===== src/hdl/tmf_pkg.sv =====
// Package for the trimmed-mean sample filter.
// Burst geometry, derived widths, queue entry and status types, back-end states.
// No dependencies.
`default_nettype none

package tmf_pkg;

	localparam int KEPT_COUNT  = 8;
	localparam int DROP_COUNT  = 4;
	localparam int SAMPLE_BITS = 10;
	localparam int AVG_SHIFT   = 3;
	localparam int OUT_BITS    = 10;

	localparam int BURST_LEN = KEPT_COUNT + DROP_COUNT;
	localparam int TRIM_LO   = DROP_COUNT / 2;
	localparam int TRIM_HI   = BURST_LEN - DROP_COUNT / 2 - 1;
	localparam int CNT_BITS  = $clog2(BURST_LEN + 1);
	localparam int IDX_BITS  = (BURST_LEN > 1) ? $clog2(BURST_LEN) : 1;
	localparam int SUM_BITS  = SAMPLE_BITS + $clog2(BURST_LEN + 1);

	localparam int QDEPTH     = 4;
	localparam int QPTR_BITS  = $clog2(QDEPTH);
	localparam int QCNT_BITS  = $clog2(QDEPTH + 1);

	localparam logic [SUM_BITS-1:0] SAMPLE_MAX = SUM_BITS'((1 << SAMPLE_BITS) - 1);

	typedef struct packed {
		logic [SAMPLE_BITS-1:0] smp;
		logic                   last;
	} tmf_entry_t;

	typedef struct packed {
		logic full;
		logic empty;
	} tmf_qstat_t;

	typedef enum logic {
		BK_IDLE,
		BK_SUM
	} tmf_bk_state_t;

endpackage

`default_nettype wire


===== src/hdl/trimmed_mean_sample_filter_unit.sv =====
// Trimmed-mean sample filter: bursts of twelve samples, the two lowest and two
// highest dropped, the middle eight averaged. Samples are taken on start && !busy.
// done pulses once the last sample of a burst has passed the queue, been inserted
// and the eight serial adds are through; later if the queue is backed up.
// Throughput: one sample per cycle within a burst; the serial sum at burst end
// stalls the back end and busy rises once the four-entry queue fills.
// Reset clears burst count, queue and state; the done strobe cannot be held off.
`default_nettype none

module trimmed_mean_sample_filter_unit (
	input  wire logic       clk,
	input  wire logic       arst_n,
	input  wire logic       start,
	output logic            busy,
	input  wire logic [9:0] sample,
	output logic            done,
	output logic [9:0]      average
);
	import tmf_pkg::*;

	tmf_qstat_t qstat;
	tmf_entry_t push_entry;
	tmf_entry_t head;
	logic       push;
	logic       pop;

	tmf_front u_front (
		.clk        (clk),
		.arst_n     (arst_n),
		.start      (start),
		.sample     (sample),
		.qstat      (qstat),
		.busy       (busy),
		.push       (push),
		.push_entry (push_entry)
	);

	tmf_queue u_queue (
		.clk        (clk),
		.arst_n     (arst_n),
		.push       (push),
		.push_entry (push_entry),
		.pop        (pop),
		.head       (head),
		.qstat      (qstat)
	);

	tmf_back u_back (
		.clk     (clk),
		.arst_n  (arst_n),
		.head    (head),
		.qstat   (qstat),
		.pop     (pop),
		.done    (done),
		.average (average)
	);

endmodule

`default_nettype wire


===== src/hdl/tmf_front.sv =====
// Front end: takes sample requests, counts the burst and tags its last sample.
// Depends on tmf_pkg.
`default_nettype none

module tmf_front (
	input  wire logic                           clk,
	input  wire logic                           arst_n,
	input  wire logic                           start,
	input  wire logic [9:0]                     sample,
	input  wire tmf_pkg::tmf_qstat_t            qstat,
	output logic                                busy,
	output logic                                push,
	output tmf_pkg::tmf_entry_t                 push_entry
);
	import tmf_pkg::*;

	logic [CNT_BITS-1:0] cnt_q;
	logic                last;

	assign busy  = qstat.full;
	assign push  = start && !qstat.full;
	assign last  = (cnt_q == CNT_BITS'(BURST_LEN - 1));

	assign push_entry.smp  = SAMPLE_BITS'(sample);
	assign push_entry.last = last;

	always_ff @(posedge clk or negedge arst_n) begin
		if (!arst_n) begin
			cnt_q <= '0;
		end else if (push) begin
			cnt_q <= last ? '0 : cnt_q + 1'b1;
		end
	end

	a_cnt_range: assert property (@(posedge clk) disable iff (!arst_n)
		cnt_q < CNT_BITS'(BURST_LEN))
		else $error("burst count out of range");
	a_no_push_full: assert property (@(posedge clk) disable iff (!arst_n)
		push |-> !qstat.full)
		else $error("push into full queue");
	a_wrap: assert property (@(posedge clk) disable iff (!arst_n)
		(push && last) |=> (cnt_q == '0))
		else $error("burst count did not wrap");

endmodule

`default_nettype wire


===== src/hdl/tmf_queue.sv =====
// Short register queue between front and back ends.
// Depends on tmf_pkg.
`default_nettype none

module tmf_queue (
	input  wire logic                clk,
	input  wire logic                arst_n,
	input  wire logic                push,
	input  wire tmf_pkg::tmf_entry_t push_entry,
	input  wire logic                pop,
	output tmf_pkg::tmf_entry_t      head,
	output tmf_pkg::tmf_qstat_t      qstat
);
	import tmf_pkg::*;

	tmf_entry_t           mem_q [QDEPTH];
	logic [QPTR_BITS-1:0] wr_q;
	logic [QPTR_BITS-1:0] rd_q;
	logic [QCNT_BITS-1:0] cnt_q;

	assign qstat.full  = (cnt_q == QCNT_BITS'(QDEPTH));
	assign qstat.empty = (cnt_q == '0);
	assign head        = mem_q[rd_q];

	always_ff @(posedge clk) begin
		if (push) begin
			mem_q[wr_q] <= push_entry;
		end
	end

	always_ff @(posedge clk or negedge arst_n) begin
		if (!arst_n) begin
			wr_q  <= '0;
			rd_q  <= '0;
			cnt_q <= '0;
		end else begin
			if (push) begin
				wr_q <= wr_q + 1'b1;
			end
			if (pop) begin
				rd_q <= rd_q + 1'b1;
			end
			case ({push, pop})
				2'b10:   cnt_q <= cnt_q + 1'b1;
				2'b01:   cnt_q <= cnt_q - 1'b1;
				default: cnt_q <= cnt_q;
			endcase
		end
	end

	a_no_underflow: assert property (@(posedge clk) disable iff (!arst_n)
		pop |-> !qstat.empty)
		else $error("pop from empty queue");
	a_no_overflow: assert property (@(posedge clk) disable iff (!arst_n)
		(push && !pop) |-> !qstat.full)
		else $error("push into full queue");
	a_count_track: assert property (@(posedge clk) disable iff (!arst_n)
		(push && !pop) |=> (cnt_q == $past(cnt_q) + 1'b1))
		else $error("queue count lost a push");

endmodule

`default_nettype wire


===== src/hdl/tmf_back.sv =====
// Back end: insertion ranking into a sorted cell row, then serial sum of the
// kept middle, shift and saturate. Depends on tmf_pkg.
`default_nettype none

module tmf_back (
	input  wire logic                clk,
	input  wire logic                arst_n,
	input  wire tmf_pkg::tmf_entry_t head,
	input  wire tmf_pkg::tmf_qstat_t qstat,
	output logic                     pop,
	output logic                     done,
	output logic [9:0]               average
);
	import tmf_pkg::*;

	tmf_bk_state_t state_q, state_nx;

	logic [SAMPLE_BITS-1:0] row_q   [BURST_LEN];
	logic [SAMPLE_BITS-1:0] row_nx  [BURST_LEN];
	logic [BURST_LEN-1:0]   gt;
	logic [CNT_BITS-1:0]    fill_q;
	logic [IDX_BITS-1:0]    idx_q;
	logic [SUM_BITS-1:0]    acc_q;
	logic [SUM_BITS-1:0]    sum_nx;
	logic [SUM_BITS-1:0]    mean;
	logic                   sum_en;
	logic                   finish;
	logic                   done_q;
	logic [OUT_BITS-1:0]    avg_q;

	// next state
	always_comb begin
		state_nx = state_q;
		unique case (state_q)
			BK_IDLE: if (!qstat.empty && head.last) state_nx = BK_SUM;
			BK_SUM:  if (idx_q == IDX_BITS'(TRIM_HI)) state_nx = BK_IDLE;
			default: state_nx = BK_IDLE;
		endcase
	end

	// control outputs
	always_comb begin
		pop    = 1'b0;
		sum_en = 1'b0;
		finish = 1'b0;
		unique case (state_q)
			BK_IDLE: pop = !qstat.empty;
			BK_SUM: begin
				sum_en = 1'b1;
				finish = (idx_q == IDX_BITS'(TRIM_HI));
			end
			default: ;
		endcase
	end

	// sorted insert: cells above the key move up one place
	always_comb begin
		for (int i = 0; i < BURST_LEN; i++) begin
			gt[i] = (CNT_BITS'(i) < fill_q) && (row_q[i] > head.smp);
		end
		for (int i = 0; i < BURST_LEN; i++) begin
			row_nx[i] = row_q[i];
			if (CNT_BITS'(i) <= fill_q) begin
				if (i > 0 && gt[(i > 0) ? i - 1 : 0]) begin
					row_nx[i] = row_q[(i > 0) ? i - 1 : 0];
				end else if (gt[i] || CNT_BITS'(i) == fill_q) begin
					row_nx[i] = head.smp;
				end
			end
		end
	end

	assign sum_nx = acc_q + SUM_BITS'(row_q[idx_q]);
	assign mean   = sum_nx >> AVG_SHIFT;

	always_ff @(posedge clk) begin
		if (pop) begin
			row_q <= row_nx;
		end
		if (pop && head.last) begin
			acc_q <= '0;
			idx_q <= IDX_BITS'(TRIM_LO);
		end else if (sum_en) begin
			acc_q <= sum_nx;
			idx_q <= idx_q + 1'b1;
		end
		if (finish) begin
			avg_q <= OUT_BITS'((mean > SAMPLE_MAX) ? SAMPLE_MAX : mean);
		end
	end

	always_ff @(posedge clk or negedge arst_n) begin
		if (!arst_n) begin
			state_q <= BK_IDLE;
			fill_q  <= '0;
			done_q  <= 1'b0;
		end else begin
			state_q <= state_nx;
			done_q  <= finish;
			if (pop) begin
				fill_q <= head.last ? '0 : fill_q + 1'b1;
			end
		end
	end

	assign done    = done_q;
	assign average = avg_q;

	a_single_strobe: assert property (@(posedge clk) disable iff (!arst_n)
		done_q |=> !done_q)
		else $error("result strobe longer than one cycle");
	a_fill_range: assert property (@(posedge clk) disable iff (!arst_n)
		fill_q < CNT_BITS'(BURST_LEN))
		else $error("fill count out of range");
	a_no_pop_in_sum: assert property (@(posedge clk) disable iff (!arst_n)
		(state_q == BK_SUM) |-> !pop)
		else $error("queue popped during summation");
	a_last_at_full: assert property (@(posedge clk) disable iff (!arst_n)
		(pop && head.last) |-> (fill_q == CNT_BITS'(BURST_LEN - 1)))
		else $error("burst end tag out of step with fill count");

endmodule

`default_nettype wire


===== config.mk =====
export PLATFORM = sky130hd
export DESIGN_NAME = trimmed_mean_sample_filter_unit
export DESIGN_NICKNAME = d
export VERILOG_FILES = /design/src/hdl/tmf_pkg.sv /design/src/hdl/trimmed_mean_sample_filter_unit.sv /design/src/hdl/tmf_front.sv /design/src/hdl/tmf_queue.sv /design/src/hdl/tmf_back.sv
export SDC_FILE = /design/constraint.sdc
export NUM_CORES = 1
export LEC_CHECK = 0
export ABC_AREA = 1
export BUFFER_PORTS_ARGS = -buffer_cell sky130_fd_sc_hd__buf_2
export CORE_MARGIN = 3
export CORE_UTILIZATION = 25
export CTS_BUF_LIST = sky130_fd_sc_hd__clkbuf_4
export CTS_CLUSTER_DIAMETER = 40
export DETAILED_ROUTE_END_ITERATION = 12
export PLACE_DENSITY = 0.4
export RECOVER_POWER = 25
export SYNTH_ARGS = -nofsm -noshare
export SYNTH_HDL_FRONTEND = slang
export SYNTH_HIERARCHICAL = 1
export SYNTH_SLANG_ARGS = --single-unit

===== constraint.sdc =====
create_clock -name clk -period 4.11 [get_ports clk]
set_input_delay 0.411 -clock clk [delete_from_list [all_inputs] [get_ports clk]]
set_output_delay 0.411 -clock clk [all_outputs]
set_load 0.005 [all_outputs]

==> impl_metrics.yaml, run 1 <==
final_layout:
  mostFrequentLayoutCell: "nand2_1"
  layout.nets: 1892
  final_cells: 2485
  final_cell_mix: "373 x nand2_1, 235 x inv_1, 174 x edfxtp_1"
  finish.instance_area_mm2: 0.0157
  finish.utilization: 0.289
  fillCellCount: 5841
  drive_gt1_frac: 0.103
  syn2layout_area_growth_pct: 13.6
yosys:
  avgSynthCellArea_um2: 8.37
  synth_fa_ha_area_frac: 0.131
  synth_edf_count: 174
  synth_warnings: 6
  seq_area_frac_synth: 0.435
  synth_mux_area_frac: 0
  ys_ff_latch: 209
  yosys.area_share.simple: 0.182
  syn_nets: 1806
  synth_flop_cell: "edfxtp_1"
  yosys.area_share.xor_xnor: 0.00634
  yosys.cell_types.count: 45
  synth_cells: 1650
  synth-compound-area-share: 0.148
  synth_top_family_by_area: "simple AND/OR/NAND/NOR gates"
  async_flop_share: 0.0813
  syn_area_mm2: 0.0138
power_and_ir_drop:
  vdd_ir_drop_max_v: 0.000300
  leakage_nw: 7.23
  powerDensity_mw_per_mm2: 921
  power_mw: 14.4
clocking:
  hold_buffers: 12
  cts.sinks: 209
  cts-root-buf: "clkbuf_4"
  cts_buffers: 66
  cts_tree: "yes"
  htree_levels: 3
  ctsLongestPathBuffers: 3
  ctsResizeCount: 0
  clk_pin_slew_ns: 0.07
  clock_latency_ns: 0.78
  postCtsSetupBuffers: 0
sta:
  fin_skew_ns: 0.0811
  grt_setup_unrepaired: "no"
  finalSetupTns_ns: 0
  timing.slew.headroom: 0.0926
  hold_viol: 0
  whs_ns: 0.437
  setup_viol: 0
  final.setup.worst_slack_ns: 0.387
  period_share: 0.906
  slew_viol_final: 0
  worst_pin_slew_ns: 1.36
  max_freq_mhz: 269
  fin_crit_ns: 3.72
critical_path:
  rrSetupSlack_ns: 0.39
  max_stage_delay_ns: 1.08
  rr_worst_depth: 5
  critPathMostFrequentCell: "inv_1"
  r2r-start: "u_back/state_q"
  slowest_stage: "nor2_1"
  crit_chain: "nor2_1 > inv_1 > a311oi_1 > nand2_1 > inv_1"
  crit_required_ns: 4.48
  worst-setup-path-type: "flip-flop to flip-flop"
  arrival_ns: 4.09
  r2r-end: "u_back/row_q[16]"
  critPathCaptureType: "flip-flop"
  startpoint_type: "flip-flop"
  cp_max_fo: 11
routing:
  via_count: 11400
  wl_per_cell_um: 18.3
  vias_per_cell: 4.59
  drt-initial-drc-count: 939
  drc_errors: 0
  routed_wirelength_um: 45500
  firstDrtPassIters: 7
  ant_nets: 0
global_route:
  antenna_found_initial: 3
  grt_pass1_wl_um: 68200
  grt_pass1_vias: 11000
  grt_start_max_net_pins: 64
  overflow: 0
  grt_usage: 0.159
status:
  status: "finished clean"
placement:
  dp_hpwl_um: 33700
  pre_cts_slack_ns: 0.652
  dp_cells: 2352
  port_buffers: 24
  place_area_mm2: 0.0148
  place_congestion: 0.843
floorplan:
  initial_utilization: 0.255
  dieWidth_um: 241
  fp-row-count: 85
  core_mm2: 0.0542
  io_pins: 25
  die_area_mm2: 0.0581
  die_h_um: 241
min_path:
  hold_path_class: "input pin to async pin"
run:
  drv_cap: 0
## sequential cells by signal, summed over array words and instances (netlist names), 2 cells and up
register        cells
u_back/acc_q       14
u_back/average     10
u_back/fill_q       4
u_back/idx_q        4
u_back/row_q      120
u_front/cnt_q       4
u_queue/cnt_q       3
u_queue/mem_q      44
u_queue/rd_q        2
u_queue/wr_q        2
## cell usage after synthesis (6+ instances only)
library cell / number / area share
nand2_1: 373 / 0.10
inv_1: 234 / 0.064
edfxtp_1: 174 / 0.38
a21oi_1: 152 / 0.055
ha_1: 141 / 0.13
o21ai_0: 126 / 0.046
nor2_1: 108 / 0.029
nand3_1: 85 / 0.031
buf_2: 30 / 0.011
o21ai_1: 26 / 0.0094
o211ai_1: 22 / 0.012
dfxtp_1: 18 / 0.026
dfrtp_1: 17 / 0.031
clkbuf_1: 16 / 0.0043
nand4_1: 15 / 0.0068
buf_4: 14 / 0.0076
o21bai_1: 14 / 0.0076
buf_6: 11 / 0.0090
a21o_1: 10 / 0.0054
inv_2: 7 / 0.0019
a31o_2: 6 / 0.0038
nor3_1: 6 / 0.0022
xor2_1: 6 / 0.0038
## cells by family after synthesis
group	Yosys count
DFF	209
xor gates and xnor gates	10
and+or+nand+nor	604
buffers and inverters	315
AOI/OAI and AO/OA	369
adders and majority gates	143
## power by group
group / total (mW) / internal, mW / switching [mW]
Sequential: 3.51 / 3.19 / 0.321
Clock: 2.09 / 1.10 / 0.990
Combinational: 8.86 / 2.95 / 5.91
## metal layers
metal | global-route usage | vias up | wire length [um] | share of wire
li1 | - | 5760 | - | -
met1 | 0.222 | 5299 | 21800 | 0.48
met2 | 0.243 | 302 | 20000 | 0.44
met3 | 0.0354 | 51 | 2660 | 0.058
met5 | 0 | - | 0 | 0
met4 | 0.0581 | 0 | 1050 | 0.023
## worst max path at each step
stage | startpoint | to | slack (ns) | cells past startpoint
3_5_place_dp | u_back/idx_q[0] | u_back/average[5] | 0.65 | 12
3_3_place_gp | u_back/idx_q[0] | u_back/average[5] | 0.65 | 12
4_1_cts | u_back/idx_q[1] | u_back/average[1] | 0.66 | 16
5_1_grt | u_back/state_q | u_back/row_q[18] | 0.21 | 5
6_report | u_back/state_q | u_back/row_q[16] | 0.39 | 5
2_1_floorplan | u_queue/rd_q[0] | u_back/row_q[70] | 1.04 | 16
## layout make-up
cell class / instances / area [um^2] / share of cell area
diodes: 4 / 10.0 / 0.000638
clock buffers: 91 / 683 / 0.0435
clock inverters: 26 / 141 / 0.00901
inverters: 242 / 908 / 0.0579
multi-input cells: 1126 / 6410 / 0.409
flip-flops and latches: 209 / 6010 / 0.383
well taps: 696 / 871 / 0.0555
repair buffers: 91 / 651 / 0.0415
## worst max-delay path, delay by kind of cell (launching register included)
kind	cells	cell delay (ns)
and+or+nand+nor	2	1.18
buffers and inverters	2	1.02
AOI/OAI and AO/OA	1	0.56
DFF	1	0.53
(Power assumes the default switching activity.)
==> run 2, diff against run 1 <==
--- a/config.mk
+++ b/config.mk
@@ -5,14 +5,15 @@
 export SDC_FILE = /design/constraint.sdc
 export NUM_CORES = 1
 export LEC_CHECK = 0
-export ABC_AREA = 1
+export ABC_AREA = 0
 export BUFFER_PORTS_ARGS = -buffer_cell sky130_fd_sc_hd__buf_2
 export CORE_MARGIN = 3
-export CORE_UTILIZATION = 25
+export CORE_UTILIZATION = 53
 export CTS_BUF_LIST = sky130_fd_sc_hd__clkbuf_4
 export CTS_CLUSTER_DIAMETER = 40
 export DETAILED_ROUTE_END_ITERATION = 12
-export PLACE_DENSITY = 0.4
+export MAX_ROUTING_LAYER = met4
+export PLACE_DENSITY = 0.7
 export RECOVER_POWER = 25
 export SYNTH_ARGS = -nofsm -noshare
 export SYNTH_HDL_FRONTEND = slang
==> run 2 against run 1 <==
Net effect:
- fmax is 0.48% lower
- final cell count is 40% lower
- register-to-register slack worse by 0.02 ns
- flip-flop and latch count stayed put
- first-iteration DRC count is 8.7% lower
- largest cell class unchanged
==> impl_metrics.yaml, run 2 <==
clocking:
  cts_buffers: 54
  clk_pin_slew_ns: 0.07
  clock_latency_ns: 0.69
  htree_levels: 2
  ctsLongestPathBuffers: 3
  ctsResizeCount: 0
  postCtsSetupBuffers: 0
  cts_tree: "yes"
  cts.sinks: 209
  cts-root-buf: "clkbuf_4"
sta:
  slew_viol_final: 0
  whs_ns: 0.282
  setup_viol: 0
  fin_skew_ns: 0.0395
  period_share: 0.910
  max_freq_mhz: 267
  hold_viol: 0
  finalSetupTns_ns: 0
  worst_pin_slew_ns: 1.02
  grt_setup_unrepaired: "no"
  timing.slew.headroom: 0.321
  fin_crit_ns: 3.74
routing:
  wl_per_cell_um: 23.5
  firstDrtPassIters: 5
  via_count: 9127
  ant_nets: 0
  vias_per_cell: 6.14
  drt-initial-drc-count: 857
  routed_wirelength_um: 35000
  drc_errors: 0
critical_path:
  critPathCaptureType: "flip-flop"
  r2r-start: "u_back/idx_q[1]"
  r2r-end: "u_back/average[9]"
  rr_worst_depth: 12
  crit_chain: "buf_4 > mux4_2 > inv_1 > o22ai_1 > ha_1 > fa_1 > a211oi_1 > o211ai_1 > a31oi_1 > nor2_1 > xnor2_1 > nand2_1"
  worst-path-stages: 12
  rrSetupSlack_ns: 0.37
  crit_required_ns: 4.51
  cp_max_fo: 14
  crit_family: "compound AO/OA/AOI/OAI gates"
  slowest_stage: "dfxtp_1"
  arrival_ns: 4.14
  startpoint_type: "flip-flop"
  max_stage_delay_ns: 0.75
  critPathBufInv: 2
  critPathCapture: "u_back/average[9]"
  crit_start: "u_back/idx_q[1]"
  worst-setup-path-type: "flip-flop to flip-flop"
global_route:
  overflow: 0
  grt_usage: 0.276
  antenna_found_initial: 1
  grt_pass1_wl_um: 53500
  grt_start_max_net_pins: 22
  grt_pass1_vias: 9075
final_layout:
  syn2layout_area_growth_pct: 10.7
  largest_reg_flops: 120
  drive_gt1_frac: 0.242
  regMostFlops: "u_back/row_q"
  top_regs: "u_back/row_q x120, u_queue/mem_q x44, u_back/acc_q x14"
  layout.nets: 1285
  fillCellCount: 1933
  mostFrequentLayoutCell: "edfxtp_1"
  final_cell_mix: "174 x edfxtp_1, 141 x ha_1, 83 x clkbuf_4"
floorplan:
  die_area_mm2: 0.0265
  dieWidth_um: 163
  fp-row-count: 56
  core_mm2: 0.0238
  die_h_um: 163
  initial_utilization: 0.547
  io_pins: 25
yosys:
  async_flop_share: 0.0813
  yosys.cell_types.count: 72
  yosys-top-cells-area: "edfxtp_1 40%, ha_1 14%, mux4_2 6.6%"
  yosysMostFrequentCell: "edfxtp_1"
  synth_top_area_frac: 0.401
  seq_area_frac_synth: 0.461
  synth_cells: 1038
  yosys.area.top_type: "edfxtp_1"
  synth_warnings: 6
  syn_nets: 1194
  avgSynthCellArea_um2: 12.6
  synth_flop_cell: "edfxtp_1"
  syn_area_mm2: 0.0130
  synth_common_cells: "174 x edfxtp_1, 141 x ha_1, 70 x mux2_2"
  synth_edf_count: 174
  ys_ff_latch: 209
run:
  drv_cap: 0
power_and_ir_drop:
  powerDensity_mw_per_mm2: 840
  p_int_mw: 7.09
  power_frac_comb: 0.563
  p_switching_mw: 5.03
  seqPwrFrac: 0.287
  vdd_ir_drop_max_v: 0.000369
  power_mw: 12.1
  p_clk_frac: 0.150
  leakage_nw: 5.81
  swShare: 0.415
placement:
  port_buffers: 24
  dp_hpwl_um: 25600
  place_congestion: 0.996
status:
  status: "finished clean"
min_path:
  hold_path_class: "input pin to flip-flop"
[run 2: changes by cell type after synthesis, moves of 16 or more]
cell,delta
a21oi_1,-110
a21o_1,+20
buf_2,-16
mux4_2,+38
mux2_2,+70
nor2_1,-74
nand2_1,-305
mux2_4,+20
inv_1,-178
o21ai_1,-26
o21ai_0,-64
nand3_1,-71
mux2i_1,+18
[run 2: worst min path at each step]
stage	start	slack, ns	cells past startpoint	to
floorplan	arst_n	0.12	0	u_back/done
global placement	arst_n	0.37	1	u_back/state_q
detailed placement	arst_n	0.37	1	u_back/done
CTS	start	0.09	4	u_front/cnt_q[0]
global route	start	0.29	4	u_front/cnt_q[3]
finish	start	0.28	4	u_front/cnt_q[3]
[run 2: power by group through the flow]
stage                     registers (mW)  clock network [mW]  logic (mW)
after CTS                           3.47                1.88        6.81
after global placement              3.50                   0        6.58
after floorplan                     3.29                   0        4.92
after global routing                3.52                2.00        7.51
after detailed placement            3.51                   0        6.77
final                               3.47                1.82        6.82
[run 2: area by class of cell]
type | count | area, um^2 | area share
Clock buffer | 83 | 623 | 0.0432
Timing Repair Buffer | 91 | 598 | 0.0414
Antenna cell | 1 | 2.50 | 0.000173
Inverter | 56 | 210 | 0.0146
Clock inverter | 10 | 73.8 | 0.00511
Sequential cell | 209 | 6010 | 0.417
Multi-Input combinational cell | 717 | 6510 | 0.451
Tap cell | 319 | 399 | 0.0277
[run 2: per-layer routing]
| layer | wire (um) | track usage | up-vias |
|---|---|---|---|
| met5 | 0 | - | - |
| met4 | 1720 | 0.127 | 0 |
| met3 | 3410 | 0.0702 | 128 |
| met2 | 15700 | 0.411 | 473 |
| met1 | 14200 | 0.357 | 4335 |
| li1 | - | - | 4191 |
[run 2: what timing repair did]
action	in CTS	in global routing
hold buffers	11	0
setup endpoints to repair	0	0
hold endpoints to repair	57	0
[run 2: cell families after synthesis]
family,Yosys count,share of synthesized area
compound gates,210,0.103
flops,209,0.461
simple gates,194,0.0748
mux,150,0.170
fa+ha+maj,143,0.138
buf+inv,112,0.0383
xor+xnor,20,0.0140
[run 2: metrics by stage]
| step | util | cell area [um^2] | setup WS [ns] | std cells |
|---|---|---|---|---|
| 4_1_cts | 0.609 | 14500 | 0.396 | 1485 |
| 3_5_place_dp | 0.575 | 13700 | 0.434 | 1381 |
| 3_3_place_gp | 0.575 | 13700 | 0.445 | 1381 |
| 6_report | 0.606 | 14400 | 0.369 | 1486 |
| 5_1_grt | 0.606 | 14400 | 0.0271 | 1486 |
| 2_1_floorplan | - | 13000 | 0.126 | 1038 |
[run 2: worst register-to-register path: cells and delay by family (launching register included)]
kind | cells | cell delay, ns
mux | 1 | 0.32
buf+inv | 2 | 0.40
compound gates | 4 | 0.96
xor+xnor | 1 | 0.16
fa+ha+maj | 2 | 0.70
flops | 1 | 0.75
simple gates | 2 | 0.18
